File: src/plcf_pkg.sv
package plcf_pkg;

  localparam int PosW     = 32;
  localparam int CompW    = 21;
  localparam int CfgIdxW  = 32;
  localparam int CfgDataW = 64;
  localparam int PackW    = 63;
  localparam int FricW    = 17;

  localparam logic [PackW-1:0] NormalReset = PackW'(1) << 61;

  typedef enum logic [2:0] {
    REG_NORMAL   = 3'd0,
    REG_OFFSET   = 3'd1,
    REG_LINEAR   = 3'd2,
    REG_ANGULAR  = 3'd3,
    REG_PIVOT    = 3'd4,
    REG_FRICTION = 3'd5
  } cfg_reg_t;

  typedef struct {
    logic signed [CompW-1:0] n   [3];
    logic signed [PosW-1:0]  offset;
    logic signed [CompW-1:0] lin [3];
    logic signed [CompW-1:0] ang [3];
    logic signed [CompW-1:0] piv [3];
    logic        [FricW-1:0] friction;
  } cfg_t;

  // push stage result toward the collider motion stages
  typedef struct {
    logic                   valid;
    logic                   hit;
    logic signed [PosW-1:0] p  [3];
    logic signed [PosW-1:0] q  [3];
    logic signed [PosW-1:0] np [3];
    logic signed [33:0]     r  [3];
  } push_t;

  // relative displacement toward the friction stages
  typedef struct {
    logic                   valid;
    logic                   hit;
    logic signed [PosW-1:0] p   [3];
    logic signed [PosW-1:0] q   [3];
    logic signed [PosW-1:0] np  [3];
    logic signed [37:0]     rel [3];
  } motion_t;

  function automatic logic signed [PosW-1:0] sat32(input logic signed [63:0] v);
    logic signed [63:0] hi;
    logic signed [63:0] lo;
    hi = 64'sd2147483647;
    lo = -64'sd2147483648;
    if (v > hi) return hi[PosW-1:0];
    if (v < lo) return lo[PosW-1:0];
    return v[PosW-1:0];
  endfunction

  function automatic logic signed [CompW-1:0] field21(input logic [PackW-1:0] w,
                                                       input int k);
    return $signed(w[CompW*k +: CompW]);
  endfunction

endpackage

File: src/plcf_cfg.sv
module plcf_cfg
  import plcf_pkg::*;
(
  input  logic                clk,
  input  logic                rst,
  input  logic                wr,
  input  logic [CfgIdxW-1:0]  index,
  input  logic [CfgDataW-1:0] data,
  output cfg_t                cfg
);

  logic [PackW-1:0]       normal;
  logic signed [PosW-1:0] offset;
  logic [PackW-1:0]       linear;
  logic [PackW-1:0]       angular;
  logic [PackW-1:0]       pivot;
  logic [FricW-1:0]       friction;

  // register file, out of range indexes dropped
  always_ff @(posedge clk) begin
    if (rst) begin
      normal   <= NormalReset;
      offset   <= '0;
      linear   <= '0;
      angular  <= '0;
      pivot    <= '0;
      friction <= '0;
    end else if (wr && (index < CfgIdxW'(6))) begin
      unique case (cfg_reg_t'(index[2:0]))
        REG_NORMAL:   normal   <= data[PackW-1:0];
        REG_OFFSET:   offset   <= $signed(data[PosW-1:0]);
        REG_LINEAR:   linear   <= data[PackW-1:0];
        REG_ANGULAR:  angular  <= data[PackW-1:0];
        REG_PIVOT:    pivot    <= data[PackW-1:0];
        REG_FRICTION: friction <= data[FricW-1:0];
        default: ;
      endcase
    end
  end

  // unpack the component vectors
  always_comb begin
    for (int i = 0; i < 3; i++) begin
      cfg.n[i]   = field21(normal, i);
      cfg.lin[i] = field21(linear, i);
      cfg.ang[i] = field21(angular, i);
      cfg.piv[i] = field21(pivot, i);
    end
    cfg.offset   = offset;
    cfg.friction = friction;
  end

endmodule

File: config.mk
export PLATFORM = sky130hd
export DESIGN_NAME = plcf_cfg
export DESIGN_NICKNAME = d
export VERILOG_FILES = /design/src/plcf_pkg.sv /design/src/plcf_cfg.sv
export SDC_FILE = /design/constraint.sdc
export NUM_CORES = 1
export LEC_CHECK = 0
export BUFFER_PORTS_ARGS = -buffer_cell sky130_fd_sc_hd__buf_2
export CAP_MARGIN = 40
export CORE_ASPECT_RATIO = 0.5
export CORE_MARGIN = 1.5
export CORE_UTILIZATION = 51
export CTS_CLUSTER_DIAMETER = 200
export CTS_CLUSTER_SIZE = 25
export DETAILED_ROUTE_END_ITERATION = 10
export GPL_TIMING_DRIVEN = 0
export PLACE_DENSITY = 0.81
export SLEW_MARGIN = 20
export SYNTH_ARGS = -nofsm -noshare
export SYNTH_HDL_FRONTEND = slang
export SYNTH_SLANG_ARGS = --single-unit
File: constraint.sdc
create_clock -name clk -period 2.1 [get_ports clk]
set_input_delay 0.21 -clock clk [delete_from_list [all_inputs] [get_ports clk]]
set_output_delay 0.21 -clock clk [all_outputs]
set_load 0.02 [all_outputs]
# == Yosys cells after proc, flatten, opt, wreduce, memory -nomap -nowiden ==
# Index checks and enable logic that the tools add are counted.
# W data, S select, Z words.
# word_totals
ff_bits,301
latch_bits,0
ram_bits,0
mem_bits_ro,0
inputBits,99
output_inout_bits,301
word_cells,20
memories,0
# op_classes
n_addsub,0
multipliers,0
div_mod_pow,0
order_cmp,1
eq_ne,5
shifts,0
mux,0
bitwise_logic,0
n_reduce_logical,8
# op_table
cell,n
$lt A32 B3 Y1 const B,1
$reduce_and A2 Y1,6
$eq A3 B2 Y1 const B,2
$eq A3 B3 Y1 const B,2
$eq A3 B1 Y1 const B,1
$logic_not A3 Y1,1
$logic_and A1 B1 Y1,1

# == Logic depth before layout (Yosys ltp) ==
# Gate-level depths: netlist of the first run.
# logic_depth
ltp_word,3
mapped_depth,7
ltp_nobuf,4

# == Least setup slack after synthesis of the first run ==
# No wires, ideal clock.
# synth_timing
path_kind,input to register
from,in index[9]
to,reg normal[0]
setup_time_ns,0.072
t_arrival_ns,1.465
required_ns,2.028
slack_ns,0.563
path_stages,7
path_buffers,3
path_cell_list,nor4b_1 > and4_1 > buf_2 > and4b_1 > buf_12 > buf_12 > mux2i_1
# synth_via
elab_chain_len,3
# synth_lines
item,line_no,rtl
start: declaration,plcf_cfg.sv:7,"input logic [CfgIdxW-1:0] index,"
$lt A32 B3 Y1,plcf_cfg.sv:28,end else if (wr && (index < CfgIdxW'(6))) begin
$logic_and A1 B1 Y1,plcf_cfg.sv:28,
$reduce_and A2 Y1 (no line),-,
end signal: assignment,plcf_cfg.sv:22,normal <= NormalReset;
end signal: assignment,plcf_cfg.sv:30,REG_NORMAL: normal <= data[PackW-1:0];
end: declaration,plcf_cfg.sv:12,logic [PackW-1:0] normal;
# Every way passes these cells.
# A chain may end at the register's enable or synchronous reset.

# == Worst setup path in the final report of the first run ==
# layout_timing
from,in index[25]
to,reg offset[18]
# layout_via
elab_chain_len,3
# layout_lines
item,line_no,rtl
$lt A32 B3 Y1,plcf_cfg.sv:28,
$logic_and A1 B1 Y1,plcf_cfg.sv:28,
$reduce_and A2 Y1 (no line),-,
end signal: assignment,plcf_cfg.sv:31,REG_OFFSET: offset <= $signed(data[PosW-1:0]);
end: declaration,plcf_cfg.sv:13,logic signed [PosW-1:0] offset;
# Every way passes these cells.

==> results of run 1 <==
-- layer usage --
metal	vias up	share of wire [%]	track usage, %
met5	-	0.037	0
met2	257	47	45.4
met1	4585	44	35.3
met4	2	3.8	10.5
li1	4327	-	-
met3	78	5.1	5.49
-- critical path: cells and delay by family --
kind	cells	cell delay, ns
buf+inv	3	0.61
mux	1	0.17
simple gates	3	0.99
-- cell families (layout without fill, tap and decap cells) --
logic type             after synthesis  count (layout)
DFF                                301             301
other                                0               1
muxes                              301             301
buffers and inverters               75             492
AOI/OAI and AO/OA                    1               1
and+or+nand+nor                    385             385
-- final timing paths --
kind	to	cells after the start	slack [ns]	start
max	offset[18]	7	0.50	index[25]
min	pivot[49]	3	0.04	data[49]
max reg2reg	friction[0]	2	1.42	friction[0]
min reg2reg	normal[52]	2	0.48	normal[52]
-- power groups by stage --
stage                     sequential, W  clock [W]  combinational [W]
final                           0.00570    0.00339           0.000466
after detailed placement        0.00584          0           0.000460
after floorplan                 0.00584          0           0.000248
after global placement          0.00584          0           0.000452
after global routing            0.00571    0.00364           0.000500
after CTS                       0.00570    0.00345           0.000464
-- flip-flops by register name (all words and copies together) (netlist names) --
register and count:
friction 17, normal 63, angular 63, offset 32, linear 63, pivot 63
-- cell usage after synthesis --
cell type and number:
buf_4 4, a211oi_1 1, buf_12 7, and4b_1 1, nor2b_1 3, nor4_1 6
nand4b_1 3, dfxtp_1 301, nand2b_1 363, mux2i_1 301, and4_1 3, nor2_1 3
and2_1 1, nand4b_2 1, buf_6 20, buf_2 4, clkbuf_1 40, nor4b_1 1
-- layout make-up --
class / instances / share of cell area (%)
flip-flops and latches: 301 / 40.5
multi-input cells: 687 / 36.6
repair buffers: 398 / 13.4
plain buffers: 75 / 3.80
clock buffers: 18 / 2.88
well taps: 307 / 2.58
clock inverters: 1 / 0.202
diodes: 1 / 0.0168
-- repair_timing --
| action | 4_1_cts | 5_1_grt |
|---|---|---|
| hold endpoints to repair | 1 | 0 |
| hold buffers | 1 | 0 |
| setup buffers | 0 | 0 |
-- stage by stage --
stage          hold WS (ns)  area (sq um)  worst slack (ns)  utilization (%)
3_5_place_dp          0.458         14400           0.00668             62.7
6_report             0.0445         14900             0.497             64.8
2_1_floorplan         0.377         12000             0.563                -
5_1_grt              0.0420         14900             0.428             64.8
4_1_cts              0.0265         14900             0.548             64.8
3_3_place_gp          0.456         14400           -0.0293             62.7
==> metrics.md, run 1 <==
| Metric | Value |
|---|---|
| Status | `finished, final reports clean` |
| Pwr/cell area | `642 mW/mm^2` |
| Vias | `9,249` |
| Largest family of logic cells by synthesized area | `multiplexers` |
| Slowest Stage Delay on Critical Path | `0.43 ns` |
| Sw Share | `22.5%` |
| GPL Wtd Cong | `0.969` |
| Int Power | `~0.0074 W` |
| Core footprint | `between 0.02 and 0.025 sq mm` |
| Port bufs | `397` |
| Cell Count Post-Placement | `~1.8k` |
| Flops & latches, synth | `301` |
| Die width | `~220 um` |
| Num CTS Buffers | `16` |
| CTS Sinks | `about 300` |
| Storage element area | `0.00603 sq mm` |
| Largest net degree at the start of global routing | `26` |
| CTS tree | `yes` |
| Critical Path End Type | `register` |
| Initial DRC Count | `434` |
| Fraction of the yosys area taken by sequential cells | `50.0%` |
| Total wire length | `34,700 um` |
| Area delta synth->final | `23.6%` |
| WS Path Type | `input pin to register` |
| NetSw | `0.00215 W` |
| Worst-path cell chain | `buf_2, nor4_1, and4_1, buf_4, nand4b_2, buf_2, mux2i_1` |
| Starting density of the core | `52.4%` |
| # setup viols final | `0` |
| Layout cells sized above 1 | `30.5%` |
| Worst skew pair latency | `0.50 ns` |
| Post-route DRC violation count | `0` |
| Synth top area share | `50.0%` |
| Most common cell after layout, fill and taps aside | `buf_2` |
| Syn Inst Count | `roughly 1.1k` |
| Synth Area in XOR/XNOR | `0%` |
| Avg Synthesized Cell Area | `around 11 sq um` |
| Vias per cell | `5.17` |
| Slew headroom | `between 40 and 50%` |
| Row count | `39` |
| CTS resizes | `0` |
| Yosys top cell by area | `dfxtp_1` |
| Max-slew violation count | `0` |
| Final hold vios | `0` |
| Fill cells | `roughly 1.9k` |
| CP max-delay cell | `nor4_1` |
| Arrival @ worst endpoint | `1.99 ns` |
| Setup TNS | `0 ns` |
| Seq pwr share | `approximately three fifths` |
| Die ar. | `0.0246 sq mm` |
| I/O pin cnt | `400` |
| H-tree levels | `1` |
| Unrepaired setup endpoints after global routing | `false` |
| CTS Buffer Depth | `3` |
| Die Height | `112 um` |
| Comb power frac | `between 4 and 5%` |
| Worst Skew | `0 ns` |
| CP dominant cell by count | `buf_2` |
| Multiplexer share of the synthesized area | `about 25%` |
| DR pass1 iterations | `7` |
| Largest fanout on the critical path | `10` |
| Simple-gate share of the synthesized area | `20.2%` |
| P_leak | `7.91 nW` |
| Clk pwr share | `35.5%` |
| Final std cells w/o fill | `1,788` |
| HPWL after DPL | `25,900 um` |
| Multi-input gate area | `0.00545 sq mm` |
| WL per Instance | `19.4 um` |
| Most frequent cells in the layout | `buf_2 (401), nand2b_1 (363), mux2i_1 (301), dfxtp_1 (301), clkbuf_1 (41)` |
| Worst Hold Class | `input pin to register` |
| GRT overflow | `0` |
| Routed Antenna Nets | `0` |
| Final nets | `1,578` |
| Fmax | `624 MHz` |
| Yosys warnings | `0` |
| Max VDD drop | `around 0.5 mV` |
| WP data required | `approximately 2.5 ns` |
| Total Power | `0.00956 W` |
| Minimum clock period | `1.60 ns` |
| Initial antenna violation count | `2` |
| Adder and majority cell fraction of the synthesized area | `0%` |
| Synth Cell Area | `0.0120 sq mm` |
| Count of cell types in the netlist | `18` |
| Critical Path Start Type | `input pin` |
| First-pass GRT wire length | `52,400 um` |
| Worst-path clk slew | `0.10 ns` |
| Slew @ Worst Pin | `0.821 ns` |
| Max-cap viol count | `0` |
| Compound-Gate Fraction of Synth Area | `less than 1%` |
| Synth Net Count | `between 1k and 1.5k` |
| Total track usage | `around 27%` |
| Synth area leaders | `dfxtp_1 (50%), mux2i_1 (25%), nand2b_1 (19%), buf_6 (1.9%), clkbuf_1 (1.2%)` |
| Vias in the first global route | `9,448` |
| CTS Root Buffer Type | `clkbuf_16` |
| Fin crit share | `76.3%` |
No activity file was read; power rests on OpenSTA's default activity.
==> run 2, diff against run 1 <==
--- a/config.mk
+++ b/config.mk
@@ -5,16 +5,17 @@
 export SDC_FILE = /design/constraint.sdc
 export NUM_CORES = 1
 export LEC_CHECK = 0
+export ABC_AREA = 1
 export BUFFER_PORTS_ARGS = -buffer_cell sky130_fd_sc_hd__buf_2
 export CAP_MARGIN = 40
 export CORE_ASPECT_RATIO = 0.5
 export CORE_MARGIN = 1.5
-export CORE_UTILIZATION = 51
+export CORE_UTILIZATION = 46
 export CTS_CLUSTER_DIAMETER = 200
 export CTS_CLUSTER_SIZE = 25
 export DETAILED_ROUTE_END_ITERATION = 10
 export GPL_TIMING_DRIVEN = 0
-export PLACE_DENSITY = 0.81
+export PLACE_DENSITY = 0.76
 export SLEW_MARGIN = 20
 export SYNTH_ARGS = -nofsm -noshare
 export SYNTH_HDL_FRONTEND = slang
==> constraint.sdc (replaced) <==
create_clock -name clk -period 1.3 [get_ports clk]
set_input_delay 0.13 -clock clk [delete_from_list [all_inputs] [get_ports clk]]
set_output_delay 0.13 -clock clk [all_outputs]
set_load 0.02 [all_outputs]
==> run 2 against run 1 <==
Worst setup slack got worse by 0.48 ns. Final area up 7.0%. Synthesized cell count rose by 69%. Final cell count up 45%. Largest power group unchanged. Largest cell class unchanged. Sequential power is 62% higher.
==> metrics.md, run 2 <==
| Metric | Value |
|---|---|
| CTS Buffer Depth | `3` |
| Syn Inst Count | `1,801` |
| First-pass GRT wire length | `71,100 um` |
| Initial DRC Count | `1,410` |
| Status | `finished, final reports clean` |
| Minimum clock period | `1.28 ns` |
| Most frequent cells after synthesis | `nor2_1 (338), nand2_1 (323), nand3_1 (302), dfxtp_1 (301), a21oi_1 (300)` |
| Core footprint | `0.0266 sq mm` |
| Critical Path End Type | `register` |
| Synth Area in XOR/XNOR | `0%` |
| Simple-gate share of the synthesized area | `32.3%` |
| Vias per cell | `5.36` |
| GPL Wtd Cong | `0.897` |
| Die ar. | `0.0284 sq mm` |
| EDFF count, synth | `0` |
| Routed Antenna Nets | `0` |
| Yosys warnings | `0` |
| Count leader, synth | `nor2_1` |
| WL met3 | `3580 um` |
| Row count | `between 40 and 50` |
| Final nets | `2,340` |
| Worst Skew | `0 ns` |
| Layout cells sized above 1 | `23.7%` |
| Post-route DRC violation count | `0` |
| H-tree levels | `1` |
| Initial antenna violation count | `0` |
| DP Area | `0.0150 sq mm` |
| Slew headroom | `57.4%` |
| Max-slew violation count | `0` |
| Worst Hold Class | `input pin to register` |
| # setup viols final | `0` |
| Cell Count Post-Placement | `2,549` |
| Compound-Gate Fraction of Synth Area | `11.9%` |
| Num CTS Buffers | `16` |
| Max VDD drop | `1.00 mV` |
| Total Power | `0.0161 W` |
| Vias | `13.9k` |
| Most frequent cells in the layout | `buf_2 (431), nor2_1 (337), nand2_1 (323)` |
| Starting density of the core | `47.2%` |
| Synth Cell Area | `0.0126 sq mm` |
| Critical Path Start Type | `input pin` |
| Fill cells | `2,617` |
| Area delta synth->final | `26.8%` |
| GRT overflow | `0` |
| CTS tree | `yes` |
| Count of cell types in the netlist | `14` |
| Ys flop type | `dfxtp_1` |
| Total track usage | `32.2%` |
| Final std cells w/o fill | `between 2k and 3k` |
| Avg Synthesized Cell Area | `6.98 sq um` |
| Port bufs | `about 400` |
| Total wire length | `47,100 um` |
| Vias in the first global route | `12.4k` |
| Die Height | `around 120 um` |
| Ys async rst share | `0%` |
| Largest net degree at the start of global routing | `26` |
| Fmax | `roughly 780 MHz` |
| Final hold vios | `0` |
| Setup TNS | `0 ns` |
| Worst-path clk slew | `0.11 ns` |
| Unrepaired setup endpoints after global routing | `true` |
| Pwr/cell area | `1010 mW/mm^2` |
| WP data required | `1.73 ns` |
| WS Path Type | `input pin to register` |
| Flops & latches, synth | `approximately 300` |
| Arrival @ worst endpoint | `about 1.7 ns` |
| Top Metal Used | `met4` |
| I/O pin cnt | `400` |
| DR pass1 iterations | `5` |
| P_leak | `around 7.7 nW` |
| Fin crit share | `98.8%` |
| CTS Root Buffer Type | `clkbuf_16` |
| Most common cell after layout, fill and taps aside | `buf_2` |
| Worst skew pair latency | `0.52 ns` |
| Post-Route M1 WL | `20,500 um` |
| Max-cap viol count | `0` |
| Fraction of the yosys area taken by sequential cells | `47.9%` |
| Synth top area share | `47.9%` |
| Multiplexer share of the synthesized area | `0%` |
| Design area | `0.0159 sq mm` |
| Die width | `237 um` |
| Synth Net Count | `1,900` |
| WL per Instance | `around 18 um` |
| Slew @ Worst Pin | `0.639 ns` |
| Synth area leaders | `dfxtp_1 (48%), nand3_1 (12%), a21oi_1 (12%), nor2_1 (10%), nand2_1 (9.6%)` |
| CTS Sinks | `301` |
| HPWL after DPL | `between 30,000 and 40,000 um` |
| Yosys top cell by area | `dfxtp_1` |
| Largest family of logic cells by synthesized area | `simple AND/OR/NAND/NOR gates` |
| Largest fanout on the critical path | `10` |
| Met2 wire len | `around 21,000 um` |
| Adder and majority cell fraction of the synthesized area | `0%` |
[run 2: cell type report]
class	instances	area, sq um	area share [%]
multi-input cells	1270	5600	35.1
flip-flops and latches	301	6030	37.8
clock inverters	1	30.0	0.188
clock buffers	18	429	2.69
inverters	68	255	1.60
well taps	352	440	2.76
repair buffers	425	2280	14.3
diodes	1	2.50	0.0157
plain buffers	159	867	5.44
[run 2: power by group]
group / switching, W / internal (W)
registers: 0.00000000000146 / 0.00921
clock network: 0.00320 / 0.00241
logic: 0.000894 / 0.000376
[run 2: final timing paths]
path | startpoint | to | slack [ns] | cells past startpoint
hold / removal | data[26] | offset[26] | 0.008 | 5
setup / recovery | index[2] | friction[12] | 0.02 | 7
setup reg to reg | normal[3] | normal[3] | 0.63 | 2
hold reg to reg | linear[31] | linear[31] | 0.48 | 2
[run 2: worst max-delay path, stage by stage]
cell     delay, ns
buf_4         0.17
inv_1         0.11
nor3_2        0.52
buf_1         0.50
nand3_1       0.14
nand2_1       0.09
nor2_1        0.04
[run 2: what timing repair did]
action	CTS	global route
hold buffers	17	0
endpoints found under the setup margin	269	301
gates resized for setup	10	64
hold endpoints to repair	46	0
gates cloned	0	0
buffers inserted	4	7
pin swaps	2	4
[run 2: logic make-up (layout without fill, tap and decap cells)]
family,Yosys count,after routing
flip-flops,301,301
AND/OR/NAND/NOR,970,970
other,0,1
AO/OA/AOI/OAI,300,300
buffers and inverters,230,671
[run 2: through the flow]
step | setup WS (ns) | hold WS, ns | util (%)
after floorplan | -0.0106 | 0.284 | -
after global placement | -0.705 | 0.442 | 56.3
after detailed placement | -0.728 | 0.448 | 56.3
after CTS | -0.0144 | 0.00365 | 59.0
after global routing | -0.0353 | 0.0244 | 59.8
final | 0.0161 | 0.00816 | 59.8
[run 2: metal layers]
layer	global-route usage [%]	vias up
li1	-	6707
met1	44.3	6514
met2	50.9	588
met3	4.83	113
met4	13.5	0
met5	0	-
==> run 3, diff against run 2 <==
--- a/config.mk
+++ b/config.mk
@@ -10,12 +10,11 @@
 export CAP_MARGIN = 40
 export CORE_ASPECT_RATIO = 0.5
 export CORE_MARGIN = 1.5
-export CORE_UTILIZATION = 46
+export CORE_UTILIZATION = 30
 export CTS_CLUSTER_DIAMETER = 200
-export CTS_CLUSTER_SIZE = 25
+export CTS_CLUSTER_SIZE = 14
 export DETAILED_ROUTE_END_ITERATION = 10
 export GPL_TIMING_DRIVEN = 0
-export PLACE_DENSITY = 0.76
 export SLEW_MARGIN = 20
 export SYNTH_ARGS = -nofsm -noshare
 export SYNTH_HDL_FRONTEND = slang
==> run 3 against run 2 <==
Core utilization down 19 points. Wire length grew 13%. Sequential power is essentially flat. Worst setup slack better by 0.018 ns. Clock skew unchanged. Worst hold slack worse by 0.0011 ns. Critical endpoint is now cfg[160].
==> metrics.md, run 3 (synthesized netlist as in run 2, its figures left out) <==
| Metric | Value |
|---|---|
| Status | `finished, final reports clean` |
| Fill cells | `4,364` |
| GRT overflow | `0` |
| DP Area | `0.0153 sq mm` |
| Final hold vios | `0` |
| Worst slack, placed | `-0.836 ns` |
| NetSw | `0.00443 W` |
| Die ar. | `about 0.043 sq mm` |
| Vias per cell | `between 4 and 5` |
| Worst-path cell chain | `buf_2` |
| GPL Wtd Cong | `0.869` |
| Largest fanout on the critical path | `2` |
| Worst Skew | `0 ns` |
| Final worst slack | `0.0336 ns` |
| Most frequent cells in the layout | `buf_2 (450), nor2_1 (337), nand2_1 (323)` |
| Most common cell after layout, fill and taps aside | `buf_2` |
| Row count | `52` |
| Num CTS Buffers | `25` |
| R2R depth | `2` |
| Hold path start | `data[52]` |
| Core footprint | `0.0409 sq mm` |
| Total wire length | `53,100 um` |
| Starting density of the core | `30.8%` |
| Clk pwr share | `39.4%` |
| Multi-input gate area | `0.00561 sq mm` |
| Initial antenna violation count | `2` |
| CTS tree | `yes` |
| RR Endpoint | `linear[59]` |
| Final std cells w/o fill | `2,811` |
| First-pass GRT wire length | `around 78,000 um` |
| Hold path endpoint | `normal[52]` |
| Fin util | `40.4%` |
| Minimum clock period | `1.27 ns` |
| Worst flop-to-flop path startpoint | `linear[59]` |
| Final nets | `2,370` |
| Post-route DRC violation count | `0` |
| Slew headroom | `about 64%` |
| Max-cap viol count | `0` |
| CTS Buffer Depth | `3` |
| Arrival @ worst endpoint | `about 1.1 ns` |
| CP top delay family | `flip-flops` |
| Global routing's busiest layer | `met2` |
| Worst skew pair latency | `about 0.54 ns` |
| Max-slew violation count | `0` |
| Pwr/cell area | `1060 mW/mm^2` |
| CTS Root Buffer Type | `clkbuf_16` |
| WS Path Type | `register to output port` |
| Critical Path End Type | `output port` |
| # setup viols final | `0` |
| Critical Path Start Type | `register` |
| CTS Sinks | `around 300` |
| Cell Count Post-Placement | `2,739` |
| Sw Share | `25.3%` |
| Initial DRC Count | `1,083` |
| Routed Antenna Nets | `0` |
| Met2 usage | `41.0%` |
| Int Power | `0.0130 W` |
| Die Height | `around 150 um` |
| Worst Hold Class | `input pin to register` |
| H-tree levels | `1` |
| Buffers and inverters on the worst path | `1` |
| Fmax | `slightly below 800 MHz` |
| Setup TNS | `0 ns` |
| Fin crit share | `a little over nine tenths` |
| Port bufs | `roughly 400` |
| I/O pin cnt | `400` |
| Total track usage | `23.4%` |
| Vias in the first global route | `12.6k` |
| Max VDD drop | `0.823 mV` |
| Critical path origin | `linear[59]` |
| Number of cells on the worst hold path | `5` |
| Comb power frac | `7.8%` |
| Slew @ Worst Pin | `approximately 0.54 ns` |
| Met1 usage | `between 20 and 30%` |
| Largest net degree at the start of global routing | `15` |
| Slowest Stage Delay on Critical Path | `about 0.38 ns` |
| WL per Instance | `around 19 um` |
| Layout cells sized above 1 | `23.9%` |
| WP data required | `approximately 1.2 ns` |
| Vias | `13.9k` |
| Seq pwr share | `52.7%` |
| Worst-path clk slew | `0.07 ns` |
| Area delta synth->final | `31.5%` |
| Design area | `0.0165 sq mm` |
| HPWL after DPL | `between 30,000 and 40,000 um` |
| CP max-delay cell | `dfxtp_1` |
| Met3 Track Usage GR | `2.81%` |
| DR pass1 iterations | `6` |
| P_leak | `7.91 nW` |
| Storage element area | `0.00603 sq mm` |
| R2r setup slk | `0.66 ns` |
| Die width | `approximately 290 um` |
## run 3: cell count changes in the layout (fill, tap and decap cells not counted), moves of 3 or more
cell / change
buf_2: +19
clkbuf_4: -20
clkbuf_16: +8
dlygate4sd3_1: +18
clkbuf_2: +3
## run 3: cell type report
class	instances	share of cell area, %
antenna	1	0.0151
buffer	161	5.03
clock buffer	25	3.79
clock inverter	1	0.0530
inverter	68	1.54
multi-input combinational	1270	33.9
sequential	301	36.5
tap	540	4.09
timing repair buffer	444	15.1
## run 3: worst max-delay path by stage
stage,end,slack (ns),depth (start not counted)
after global routing,pivot[15],-0.007,10
after CTS,normal[4],0.0007,11
after floorplan,offset[0],-0.01,11
after detailed placement,linear[37],-0.84,7
final,cfg[160],0.03,1
after global placement,linear[57],-0.81,7
## run 3: repair_timing
action | 4_1_cts | 5_1_grt
hold buffers | 35 | 0
endpoints found under the setup margin | 280 | 280
pin swaps | 1 | 3
endpoints found under the hold margin | 99 | 0
gates resized for setup | 11 | 50
buffers inserted | 5 | 5
## run 3: per-stage QoR
stage	power (W)	hold WS, ns
after CTS	0.0175	0.000948
after detailed placement	0.0106	0.449
after global routing	0.0180	0.0353
final	0.0175	0.00702
after global placement	0.0106	0.443
after floorplan	0.0101	0.284
## run 3: metal layers
| metal | part of all wire, % | wire, um |
|---|---|---|
| met5 | 0 | 0 |
| met4 | 4.5 | 2400 |
| met2 | 49 | 26000 |
| met1 | 41 | 21700 |
| met3 | 5.6 | 2990 |
## run 3: power by group through the flow
stage	sequential [W]	combinational (W)	clock (W)
floorplan	0.00943	0.000675	0
global route	0.00921	0.00148	0.00727
global placement	0.00943	0.00120	0
CTS	0.00921	0.00131	0.00696
detailed placement	0.00943	0.00121	0
finish	0.00921	0.00137	0.00689
